`src/ifrp_pkg.sv`:
```
package ifrp_pkg;

  // Frame layout
  localparam int unsigned HEAD_LEN = 10;  // bytes held before the checksum byte
  localparam int unsigned CNT_W    = 4;

  localparam logic [7:0] SYNC_BYTE  = 8'h55;
  localparam logic [7:0] TYPE_MASK  = 8'h50;
  localparam logic [7:0] TYPE_ACCEL = 8'h51;
  localparam logic [7:0] TYPE_GYRO  = 8'h52;
  localparam logic [7:0] TYPE_ANGLE = 8'h53;
  localparam logic [7:0] TYPE_MAG   = 8'h54;

  // Q15 scale factors (full scale times 2^15 / 2^15)
  localparam logic signed [11:0] GYRO_SCALE  = 12'sd2000;
  localparam logic signed [11:0] ANGLE_SCALE = 12'sd180;

  localparam int unsigned VAL_W = 31;

  typedef enum logic [2:0] {
    KIND_ACCEL  = 3'd0,
    KIND_GYRO   = 3'd1,
    KIND_ANGLE  = 3'd2,
    KIND_MAG    = 3'd3,
    KIND_OTHER  = 3'd4,
    KIND_REJECT = 3'd5
  } kind_t;

  // Classified frame handed from front to back
  typedef struct packed {
    kind_t              kind;
    logic signed [15:0] raw_x;
    logic signed [15:0] raw_y;
    logic signed [15:0] raw_z;
  } frame_item_t;

  // Scaled result
  typedef struct packed {
    kind_t                   kind;
    logic signed [VAL_W-1:0] val_x;
    logic signed [VAL_W-1:0] val_y;
    logic signed [VAL_W-1:0] val_z;
  } frame_result_t;

endpackage

```
`src/ifrp_fifo.sv`:
```
module ifrp_fifo #(
  parameter int WIDTH = 8
) (
  input  logic             clk,
  input  logic             rst_n,
  input  logic             push,
  input  logic [WIDTH-1:0] wdata,
  output logic             full,
  input  logic             pop,
  output logic [WIDTH-1:0] rdata,
  output logic             empty
);

  // Two-entry queue
  logic [WIDTH-1:0] slot_r [2];
  logic             wr_ptr_r, wr_ptr_nxt;
  logic             rd_ptr_r, rd_ptr_nxt;
  logic [1:0]       count_r, count_nxt;
  logic             push_ok, pop_ok;

  assign full    = (count_r == 2'd2);
  assign empty   = (count_r == 2'd0);
  assign push_ok = push && !full;
  assign pop_ok  = pop && !empty;
  assign rdata   = slot_r[rd_ptr_r];

  always_comb begin
    wr_ptr_nxt = push_ok ? ~wr_ptr_r : wr_ptr_r;
    rd_ptr_nxt = pop_ok ? ~rd_ptr_r : rd_ptr_r;
    count_nxt  = count_r + {1'b0, push_ok} - {1'b0, pop_ok};
  end

  always_ff @(posedge clk) begin
    if (!rst_n) begin
      wr_ptr_r <= 1'b0;
      rd_ptr_r <= 1'b0;
      count_r  <= 2'd0;
    end else begin
      wr_ptr_r <= wr_ptr_nxt;
      rd_ptr_r <= rd_ptr_nxt;
      count_r  <= count_nxt;
    end
  end

  // Payload storage, no reset
  always_ff @(posedge clk) begin
    if (push_ok) begin
      slot_r[wr_ptr_r] <= wdata;
    end
  end

endmodule

```
`src/ifrp_front.sv`:
```
module ifrp_front
  import ifrp_pkg::*;
(
  input  logic        clk,
  input  logic        rst_n,
  input  logic        byte_xfer,   // byte transfer this cycle
  input  logic [7:0]  rx_byte,
  output logic        item_push,
  output frame_item_t item
);

  // Head bytes of the current window; the checksum byte is never stored
  logic [7:0]       win_r [HEAD_LEN];
  logic [CNT_W-1:0] count_r, count_nxt;
  logic [7:0]       sum;
  logic             head_full;
  logic             frame_ok;

  assign head_full = (count_r == CNT_W'(HEAD_LEN));

  // Ten-input checksum over the stored head
  always_comb begin
    sum = 8'd0;
    for (int i = 0; i < HEAD_LEN; i++) begin
      sum = sum + win_r[i];
    end
  end

  assign frame_ok = (win_r[0] == SYNC_BYTE) &&
                    ((win_r[1] & TYPE_MASK) == TYPE_MASK) &&
                    (sum == rx_byte);

  // Classification
  always_comb begin
    item_push  = byte_xfer && head_full;
    item.raw_x = '0;
    item.raw_y = '0;
    item.raw_z = '0;
    if (!frame_ok) begin
      item.kind = KIND_REJECT;
    end else begin
      item.raw_x = {win_r[3], win_r[2]};
      item.raw_y = {win_r[5], win_r[4]};
      item.raw_z = {win_r[7], win_r[6]};
      unique case (win_r[1])
        TYPE_ACCEL: item.kind = KIND_ACCEL;
        TYPE_GYRO:  item.kind = KIND_GYRO;
        TYPE_ANGLE: item.kind = KIND_ANGLE;
        TYPE_MAG:   item.kind = KIND_MAG;
        default:    item.kind = KIND_OTHER;
      endcase
    end
  end

  // Fill count: valid frame restarts, rejected window stays full
  always_comb begin
    count_nxt = count_r;
    if (byte_xfer) begin
      if (!head_full) begin
        count_nxt = count_r + CNT_W'(1);
      end else if (frame_ok) begin
        count_nxt = '0;
      end
    end
  end

  always_ff @(posedge clk) begin
    if (!rst_n) begin
      count_r <= '0;
    end else begin
      count_r <= count_nxt;
    end
  end

  // Window bytes: fill in place, or slide down by one on a rejected window
  always_ff @(posedge clk) begin
    if (byte_xfer) begin
      if (!head_full) begin
        win_r[count_r] <= rx_byte;
      end else if (!frame_ok) begin
        for (int i = 0; i < HEAD_LEN - 1; i++) begin
          win_r[i] <= win_r[i+1];
        end
        win_r[HEAD_LEN-1] <= rx_byte;
      end
    end
  end

endmodule

```
`src/ifrp_back.sv`:
```
module ifrp_back
  import ifrp_pkg::*;
(
  input  logic          clk,
  input  logic          rst_n,
  input  logic          item_valid,
  input  frame_item_t   item,
  output logic          item_pop,
  input  logic          res_pop,
  output logic          res_empty,
  output frame_result_t res
);

  localparam int RES_W = $bits(frame_result_t);

  frame_result_t scaled;
  logic          res_full;
  logic [RES_W-1:0] res_bits;

  // Scale one raw component to Q15
  function automatic logic signed [VAL_W-1:0] scale_comp(
    input kind_t              kind,
    input logic signed [15:0] raw
  );
    logic signed [27:0] prod;
    logic signed [VAL_W-1:0] val;
    prod = '0;
    unique case (kind)
      KIND_ACCEL: val = {{(VAL_W-20){raw[15]}}, raw, 4'b0000};
      KIND_GYRO: begin
        prod = raw * GYRO_SCALE;
        val  = {{(VAL_W-28){prod[27]}}, prod};
      end
      KIND_ANGLE: begin
        prod = raw * ANGLE_SCALE;
        val  = {{(VAL_W-28){prod[27]}}, prod};
      end
      KIND_MAG:   val = {raw, 15'b0};
      default:    val = '0;
    endcase
    return val;
  endfunction

  always_comb begin
    scaled.kind  = item.kind;
    scaled.val_x = scale_comp(item.kind, item.raw_x);
    scaled.val_y = scale_comp(item.kind, item.raw_y);
    scaled.val_z = scale_comp(item.kind, item.raw_z);
  end

  // Move one item per cycle while the result queue has room
  assign item_pop = item_valid && !res_full;

  ifrp_fifo #(
    .WIDTH (RES_W)
  ) u_res_q (
    .clk   (clk),
    .rst_n (rst_n),
    .push  (item_pop),
    .wdata (scaled),
    .full  (res_full),
    .pop   (res_pop),
    .rdata (res_bits),
    .empty (res_empty)
  );

  assign res = frame_result_t'(res_bits);

endmodule

```
`src/imu_frame_resync_parser.sv`:
```
// A result reaches the output ports once the byte that completes its 11-byte
// window is classified into the middle queue and then scaled into the output
// queue, where it can be popped.
// Throughput: one byte per cycle while full is low; the window check runs in the
// cycle of the byte transfer, and two-entry queues absorb stalls.
// Reset: synchronous active-low rst_n clears the fill count and both queues;
// window bytes are not cleared.
module imu_frame_resync_parser
  import ifrp_pkg::*;
(
  input  logic                    clk,
  input  logic                    rst_n,
  input  logic                    push,
  input  logic [7:0]              in_rx_byte,
  output logic                    full,
  input  logic                    pop,
  output logic                    empty,
  output logic [2:0]              out_frame_kind,
  output logic signed [VAL_W-1:0] out_value_x,
  output logic signed [VAL_W-1:0] out_value_y,
  output logic signed [VAL_W-1:0] out_value_z
);

  localparam int ITEM_W = $bits(frame_item_t);

  logic             byte_xfer;
  logic             front_push;
  frame_item_t      front_item;
  logic             mid_full, mid_empty, mid_pop;
  logic [ITEM_W-1:0] mid_bits;
  frame_result_t    res;

  assign full      = mid_full;
  assign byte_xfer = push && !mid_full;

  ifrp_front u_front (
    .clk       (clk),
    .rst_n     (rst_n),
    .byte_xfer (byte_xfer),
    .rx_byte   (in_rx_byte),
    .item_push (front_push),
    .item      (front_item)
  );

  // Queue between classification and scaling
  ifrp_fifo #(
    .WIDTH (ITEM_W)
  ) u_mid_q (
    .clk   (clk),
    .rst_n (rst_n),
    .push  (front_push),
    .wdata (front_item),
    .full  (mid_full),
    .pop   (mid_pop),
    .rdata (mid_bits),
    .empty (mid_empty)
  );

  ifrp_back u_back (
    .clk        (clk),
    .rst_n      (rst_n),
    .item_valid (!mid_empty),
    .item       (frame_item_t'(mid_bits)),
    .item_pop   (mid_pop),
    .res_pop    (pop),
    .res_empty  (empty),
    .res        (res)
  );

  assign out_frame_kind = res.kind;
  assign out_value_x    = res.val_x;
  assign out_value_y    = res.val_y;
  assign out_value_z    = res.val_z;

endmodule

```
`config.mk`:
```
export PLATFORM = sky130hd
export DESIGN_NAME = imu_frame_resync_parser
export DESIGN_NICKNAME = d
export VERILOG_FILES = /design/src/ifrp_pkg.sv /design/src/ifrp_fifo.sv /design/src/ifrp_front.sv /design/src/ifrp_back.sv /design/src/imu_frame_resync_parser.sv
export SDC_FILE = /design/constraint.sdc
export NUM_CORES = 1
export LEC_CHECK = 0
export BUFFER_PORTS_ARGS = -buffer_cell sky130_fd_sc_hd__buf_2
export CAP_MARGIN = 20
export CORE_MARGIN = 2
export CORE_UTILIZATION = 54
export DETAILED_ROUTE_END_ITERATION = 10
export GPL_TIMING_DRIVEN = 0
export PLACE_DENSITY = 0.79
export SETUP_SLACK_MARGIN = 0.1
export SLEW_MARGIN = 20
export SYNTH_ARGS = -nofsm -noshare
export SYNTH_HDL_FRONTEND = slang
export SYNTH_HIERARCHICAL = 1
export SYNTH_SLANG_ARGS = --single-unit
```
`constraint.sdc`:
```
create_clock -name clk -period 6.9 [get_ports clk]
set_input_delay 0.345 -clock clk [delete_from_list [all_inputs] [get_ports clk]]
set_output_delay 0.345 -clock clk [all_outputs]
set_load 0.1 [all_outputs]
```
### Word level (Yosys, flattened, before mapping)

Memories as Yosys holds them, arrays and structs flattened. A register that Yosys moved wholly into a read port is not among the register bits.
Cells that the tools add are included.
Widths: inputs -> output; s select.

| cells by class | value |
|---|---|
| equal/unequal tests | 14 |
| bitwise logic cells | 4 |
| muxes and demuxes | 26 |
| reductions and logical operators | 18 |
| add/subtract/negate cells | 14 |
| multiply operators | 6 |

Operators with widths:

| cell | count |
|---|---|
| $pmux 31 s4 | 3 |
| $add 8x8->8 | 9 |
| $mul 16x8->24 const B | 3 |
| $mul 16x7->23 const B | 3 |
| $mux 48 | 1 |
| $eq 8x7->1 const B | 5 |
| $mux 1 | 16 |
| $mux 4 | 3 |
| $pmux 3 s4 | 1 |
| $logic_and 1x1->1 | 9 |
| $eq 8x8->1 | 1 |
| $mux 8 | 1 |
| $reduce_or 8->1 | 1 |
| $eq 2x2->1 const B | 3 |
| $eq 3x2->1 const B | 2 |
| $add 2x1->2 | 2 |
| $add 4x1->4 const B | 1 |
| $eq 4x4->1 const B | 1 |
| $logic_not 1->1 | 4 |
| $logic_not 2->1 | 2 |
| $not 1->1 | 4 |
| $sub 2x1->2 | 2 |
| $eq 3x1->1 const B | 1 |
| $logic_not 3->1 | 1 |
| other kinds (3) | 3 |

| word-level totals | value |
|---|---|
| word-level logic and storage cells | 92 |
| bits in writable memories | 374 |
| output and inout bits | 98 |
| memories kept | 3 |
| bits in registers | 12 |

Memory list:

| memory | depth | bits a word | rd ports | clocked after memory_dff | write ports | RTL line | source |
|---|---|---|---|---|---|---|---|
| u_back.u_res_q.slot_r | 2 | 96 | 1 | 1 | 1 | ifrp_fifo.sv:15 | `logic [WIDTH-1:0] slot_r [2];` |
| u_mid_q.slot_r | 2 | 51 | 1 | 1 | 1 | ifrp_fifo.sv:15 |  |
| u_front.win_r | 10 | 8 | 10 | 0 | 10 | ifrp_front.sv:13 | `logic [7:0] win_r [HEAD_LEN];` |

### Depth between registers and ports, before layout

An unclocked memory read counts as a cell.

| depth | value |
|---|---|
| depth after elaboration | 18 |
| depth in mapped cells | 22 |
| gate-level depth less buffers | 19 |

### Hierarchy

Netlist, hierarchy kept.

Modules (own cells, without submodules):

| module | cells each | seq. area each (um^2) | times used | area an instance (um^2) |
|---|---|---|---|---|
| ifrp_back | 2029 | 0.0 | 1 | 16693.5 |
| ifrp_fifo (u_back.u_res_q) | 326 | 5865.6 | 1 | 7362.1 |
| ifrp_front | 468 | 2482.4 | 1 | 5930.7 |
| ifrp_fifo (u_mid_q) | 186 | 3163.0 | 1 | 4170.2 |
| imu_frame_resync_parser | 2 | 0.0 | 1 | 17.5 |

### Least setup slack after synthesis

OpenSTA, ideal clock, no wires.

| path | value |
|---|---|
| path type | register to register |
| from | memory u_front.win_r[7][2] |
| to | memory u_front.win_r[8][0], enable pin |
| clock period less this slack | 5.564 ns |
| cell stages (with the launch flop) | 19 |
| library setup time | 0.313 ns |
| arrival time | 5.252 ns |
| setup slack | 1.336 ns |
| cells stage by stage | edfxtp_1 -> fa_1 -> inv_1 -> fa_1 -> fa_1 -> fa_1 -> inv_1 -> fa_1 -> inv_1 -> fa_1 -> xor2_1 -> nand4_1 -> nor3_1 -> and4_1 -> nand4bb_1 -> o211ai_2 -> buf_2 -> buf_2 -> o41ai_1 |

RTL lines:

| what | RTL line |
|---|---|
| from (decl) | ifrp_front.sv:13 |

==> impl_metrics.tcl <==
set metrics [dict create \
    rsz0062_at_grt "no" \
    wl_per_cell_um 21.0 \
    required_ns 7.10 \
    critPathKind "register to register" \
    critPathLaunchType "register" \
    vias 23151 \
    fmax_ghz 0.152 \
    synth.yosys.seq_area_share_pct 33.7 \
    die_h_um 256 \
    switching_share_pct 24.4 \
    viasPerCell 5.69 \
    cpMostUsedCell "fa_1" \
    vdd_drop_max_mv 0.251 \
    worst_slew_pin_slew_ns 1.02 \
    wl_met3_um 6000 \
    worst_ep_arrival_time_ns 6.78 \
    path_buf_inv 5 \
    root_buffer "clkbuf_16" \
    htreeDepth 2 \
    synth_area_leaders "edfxtp_1 33%, fa_1 17%, ha_1 13%" \
    slowest_delay_ns 0.57 \
    final_cells 4071 \
    gp_congestion 0.977 \
    yosysMostFrequentCell "inv_1" \
    dieArea_um2 65300 \
    synth_area_leader_cell "edfxtp_1" \
    maxCapViolations 0 \
    outcome "finished, final reports clean" \
    grt-ovfl-total 0 \
    p_clk_share_pct 42.2 \
    p_seq_share_pct 45.8 \
    yosys-top-cells-count "600 x inv_1, 374 x edfxtp_1, 350 x ha_1" \
    fin_crit_ns 6.58 \
    crit_chain "fa_1 -> inv_1 -> fa_1 -> fa_1 -> fa_1 -> inv_1 -> fa_1 -> inv_1 -> fa_1 -> xor2_1 -> nand4_1 -> nor3_1 -> and4_1 -> nand4bb_1 -> o211ai_4 -> buf_2 -> buf_2 -> nand2_1" \
    leakage_nw 17.6 \
    coreArea_um2 62900 \
    netlist_instances 3011 \
    wl_met1_um 35200 \
    firstDrtPassIters 7 \
    critPathTopFamily "adder cells" \
    grt_max_degree 52 \
    dr_wl_met2_um 40600 \
    portBuffers 109 \
    insertion_delay_ns 0.59 \
    antenna_found_initial 0 \
    pwr-share-comb_pct 12.1 \
    cts_made_buffers 43 \
    post_cts_buffers 0 \
    synth_area_per_cell_um2 11.3 \
    hold_violations 0 \
    yosysTopAreaCellShare_pct 32.9 \
    pin_count 110 \
    grt_usage_pct 26.4 \
    hold_slack_ns 0.118 \
    syn_area_um2 34200 \
    finalSetupViolCount 0 \
    row_count 92 \
    finClkSkew_ns 0.0283 \
    drive_gt1_share_pct 14.8 \
    hpwl_um 66000 \
    cts_tree "yes" \
    nets 3838 \
    drt_wl_total_um 85600 \
    period_share_pct 95.3 \
    die_w_um 256 \
    finalMaxSlewViolations 0 \
    utilization_pct 59.8 \
    diodes 0 \
    pwr_density_cell_nw_per_um2 150 \
    intPower_mw 4.26 \
    slowest_stage "fa_1" \
    synth_async_sr_flop_share_pct 0 \
    area_delta_synth_final_pct 10.0 \
    grt_pass1_wl_um 134000 \
    ys_ff_latch 388 \
    ant_nets 0 \
    synth_edf_count 374 \
    end_kind "register" \
    numPlacedInstances 3986 \
    power.switching_mw 1.38 \
    hp-class "input pin to register" \
    synth_flop_cell "edfxtp_1" \
    cp_max_fo 10 \
    synth_cell_types 101 \
    clk_pin_slew_ns 0.06 \
    dr.max_layer_used "met4" \
    yosys_warnings 6 \
    cts.sinks 388 \
    drt_iter0_markers 1919 \
    slew_headroom_pct 32.2 \
    initial_core_util_pct 54.4 \
    clk_path_buf_depth 3 \
    drc 0 \
    grt_pass1_vias 23985 \
]
[layout make-up]
type / count / area [um2]
flip-flops and latches: 388 / 11500
well taps: 846 / 1060
multi-input cells: 1953 / 20000
plain buffers: 81 / 514
clock buffers: 53 / 1160
inverters: 600 / 2250
fillers: 5024 / 25300
clock inverters: 24 / 299
repair buffers: 126 / 811
[worst register-to-register path, stage by stage, from the launching register on]
cell	delay, ns
edfxtp_1	0.46
fa_1	0.57
inv_1	0.06
fa_1	0.52
fa_1	0.51
fa_1	0.49
inv_1	0.05
fa_1	0.52
inv_1	0.06
fa_1	0.49
xor2_1	0.28
nand4_1	0.14
nor3_1	0.19
and4_1	0.26
nand4bb_1	0.18
o211ai_4	0.41
buf_2	0.34
buf_2	0.29
nand2_1	0.38
[cells in the final DEF, fill, tap and decap left out, types with 13 or more instances in the layout]
master | synthesis | routed
a211oi_1 | 21 | 21
a21o_1 | 65 | 65
a21oi_1 | 121 | 121
a221oi_1 | 13 | 13
a22oi_1 | 13 | 13
a31oi_1 | 19 | 19
and2_1 | 59 | 59
and3_1 | 19 | 17
buf_2 | 19 | 128
clkbuf_1 | 34 | 42
clkbuf_16 | 0 | 45
dfxtp_1 | 14 | 14
edfxtp_1 | 374 | 374
fa_1 | 283 | 283
ha_1 | 350 | 350
inv_1 | 600 | 600
mux2_2 | 130 | 130
mux2_4 | 90 | 90
mux2i_1 | 17 | 17
nand2_1 | 97 | 97
nand3_1 | 28 | 28
nand4_1 | 21 | 21
nor2_1 | 110 | 107
nor2b_1 | 21 | 21
nor3_1 | 34 | 34
o211ai_1 | 14 | 14
o21a_1 | 16 | 16
o21ai_0 | 63 | 63
o21ai_1 | 28 | 28
xnor2_1 | 90 | 90
xor2_1 | 62 | 62
[registers in the layout (all words and copies together), names as in the netlist, named ones only]
register                 flops
u_back/u_res_q/slot_r      192
u_mid_q/slot_r             102
u_front/win_r               80
u_front/count_r              4
u_back/u_res_q/count_r       2
u_mid_q/count_r              2
u_back/u_res_q/rd_ptr_r      1
u_back/u_res_q/wr_ptr_r      1
u_mid_q/rd_ptr_r             1
u_mid_q/wr_ptr_r             1
[power groups by stage]
stage	Combinational (mW)	Sequential (mW)	Clock [mW]
after floorplan	0.540	2.62	0
after global placement	0.645	2.63	0
after detailed placement	0.660	2.63	0
after CTS	0.670	2.58	2.43
after global routing	0.730	2.58	2.50
final	0.680	2.58	2.38
[metrics by stage]
stage / power, mW / TNS [ns] / worst slack, ns / instance area, um2
floorplan: 3.17 / 0 / 1.34 / 34200
global placement: 3.28 / -105.57 / -1.12 / 35800
detailed placement: 3.29 / 0 / 0.354 / 36000
CTS: 5.68 / 0 / 0.293 / 37600
global route: 5.81 / 0 / 0.109 / 37600
finish: 5.64 / 0 / 0.325 / 37600
[logic make-up after synthesis]
| logic type | synth area share, % |
|---|---|
| fa+ha+maj | 29.4 |
| other cells | 0.0110 |
| buf+inv | 8.10 |
| simple gates | 6.59 |
| xor+xnor | 4.06 |
| flops | 33.7 |
| compound gates | 9.37 |
| mux | 8.80 |
[worst paths after layout]
| check | startpoint | end | slack (ns) | cells after the start |
|---|---|---|---|---|
| worst max register to register | u_front/win_r[7][2] | u_front/win_r[2][1] | 0.32 | 18 |
| worst max-delay path | u_front/win_r[7][2] | u_front/win_r[2][1] | 0.32 | 18 |
| worst min-delay path | rst_n | u_mid_q/wr_ptr_r | 0.12 | 3 |
| worst min register to register | u_back/u_res_q/wr_ptr_r | u_back/u_res_q/wr_ptr_r | 0.52 | 2 |
[per-layer routing]
| metal | track usage [%] | up-vias |
|---|---|---|
| li1 | - | 10636 |
| met1 | 34.4 | 11351 |
| met3 | 3.86 | 203 |
| met5 | 0 | - |
| met2 | 44.2 | 961 |
| met4 | 11.1 | 0 |
[what timing repair did]
item	4_1_cts	5_1_grt
endpoints found under the hold margin	8	0
hold buffers	8	0
setup endpoints to repair	0	32
resized for setup	0	1
No activity file was read; power rests on OpenSTA's default activity.
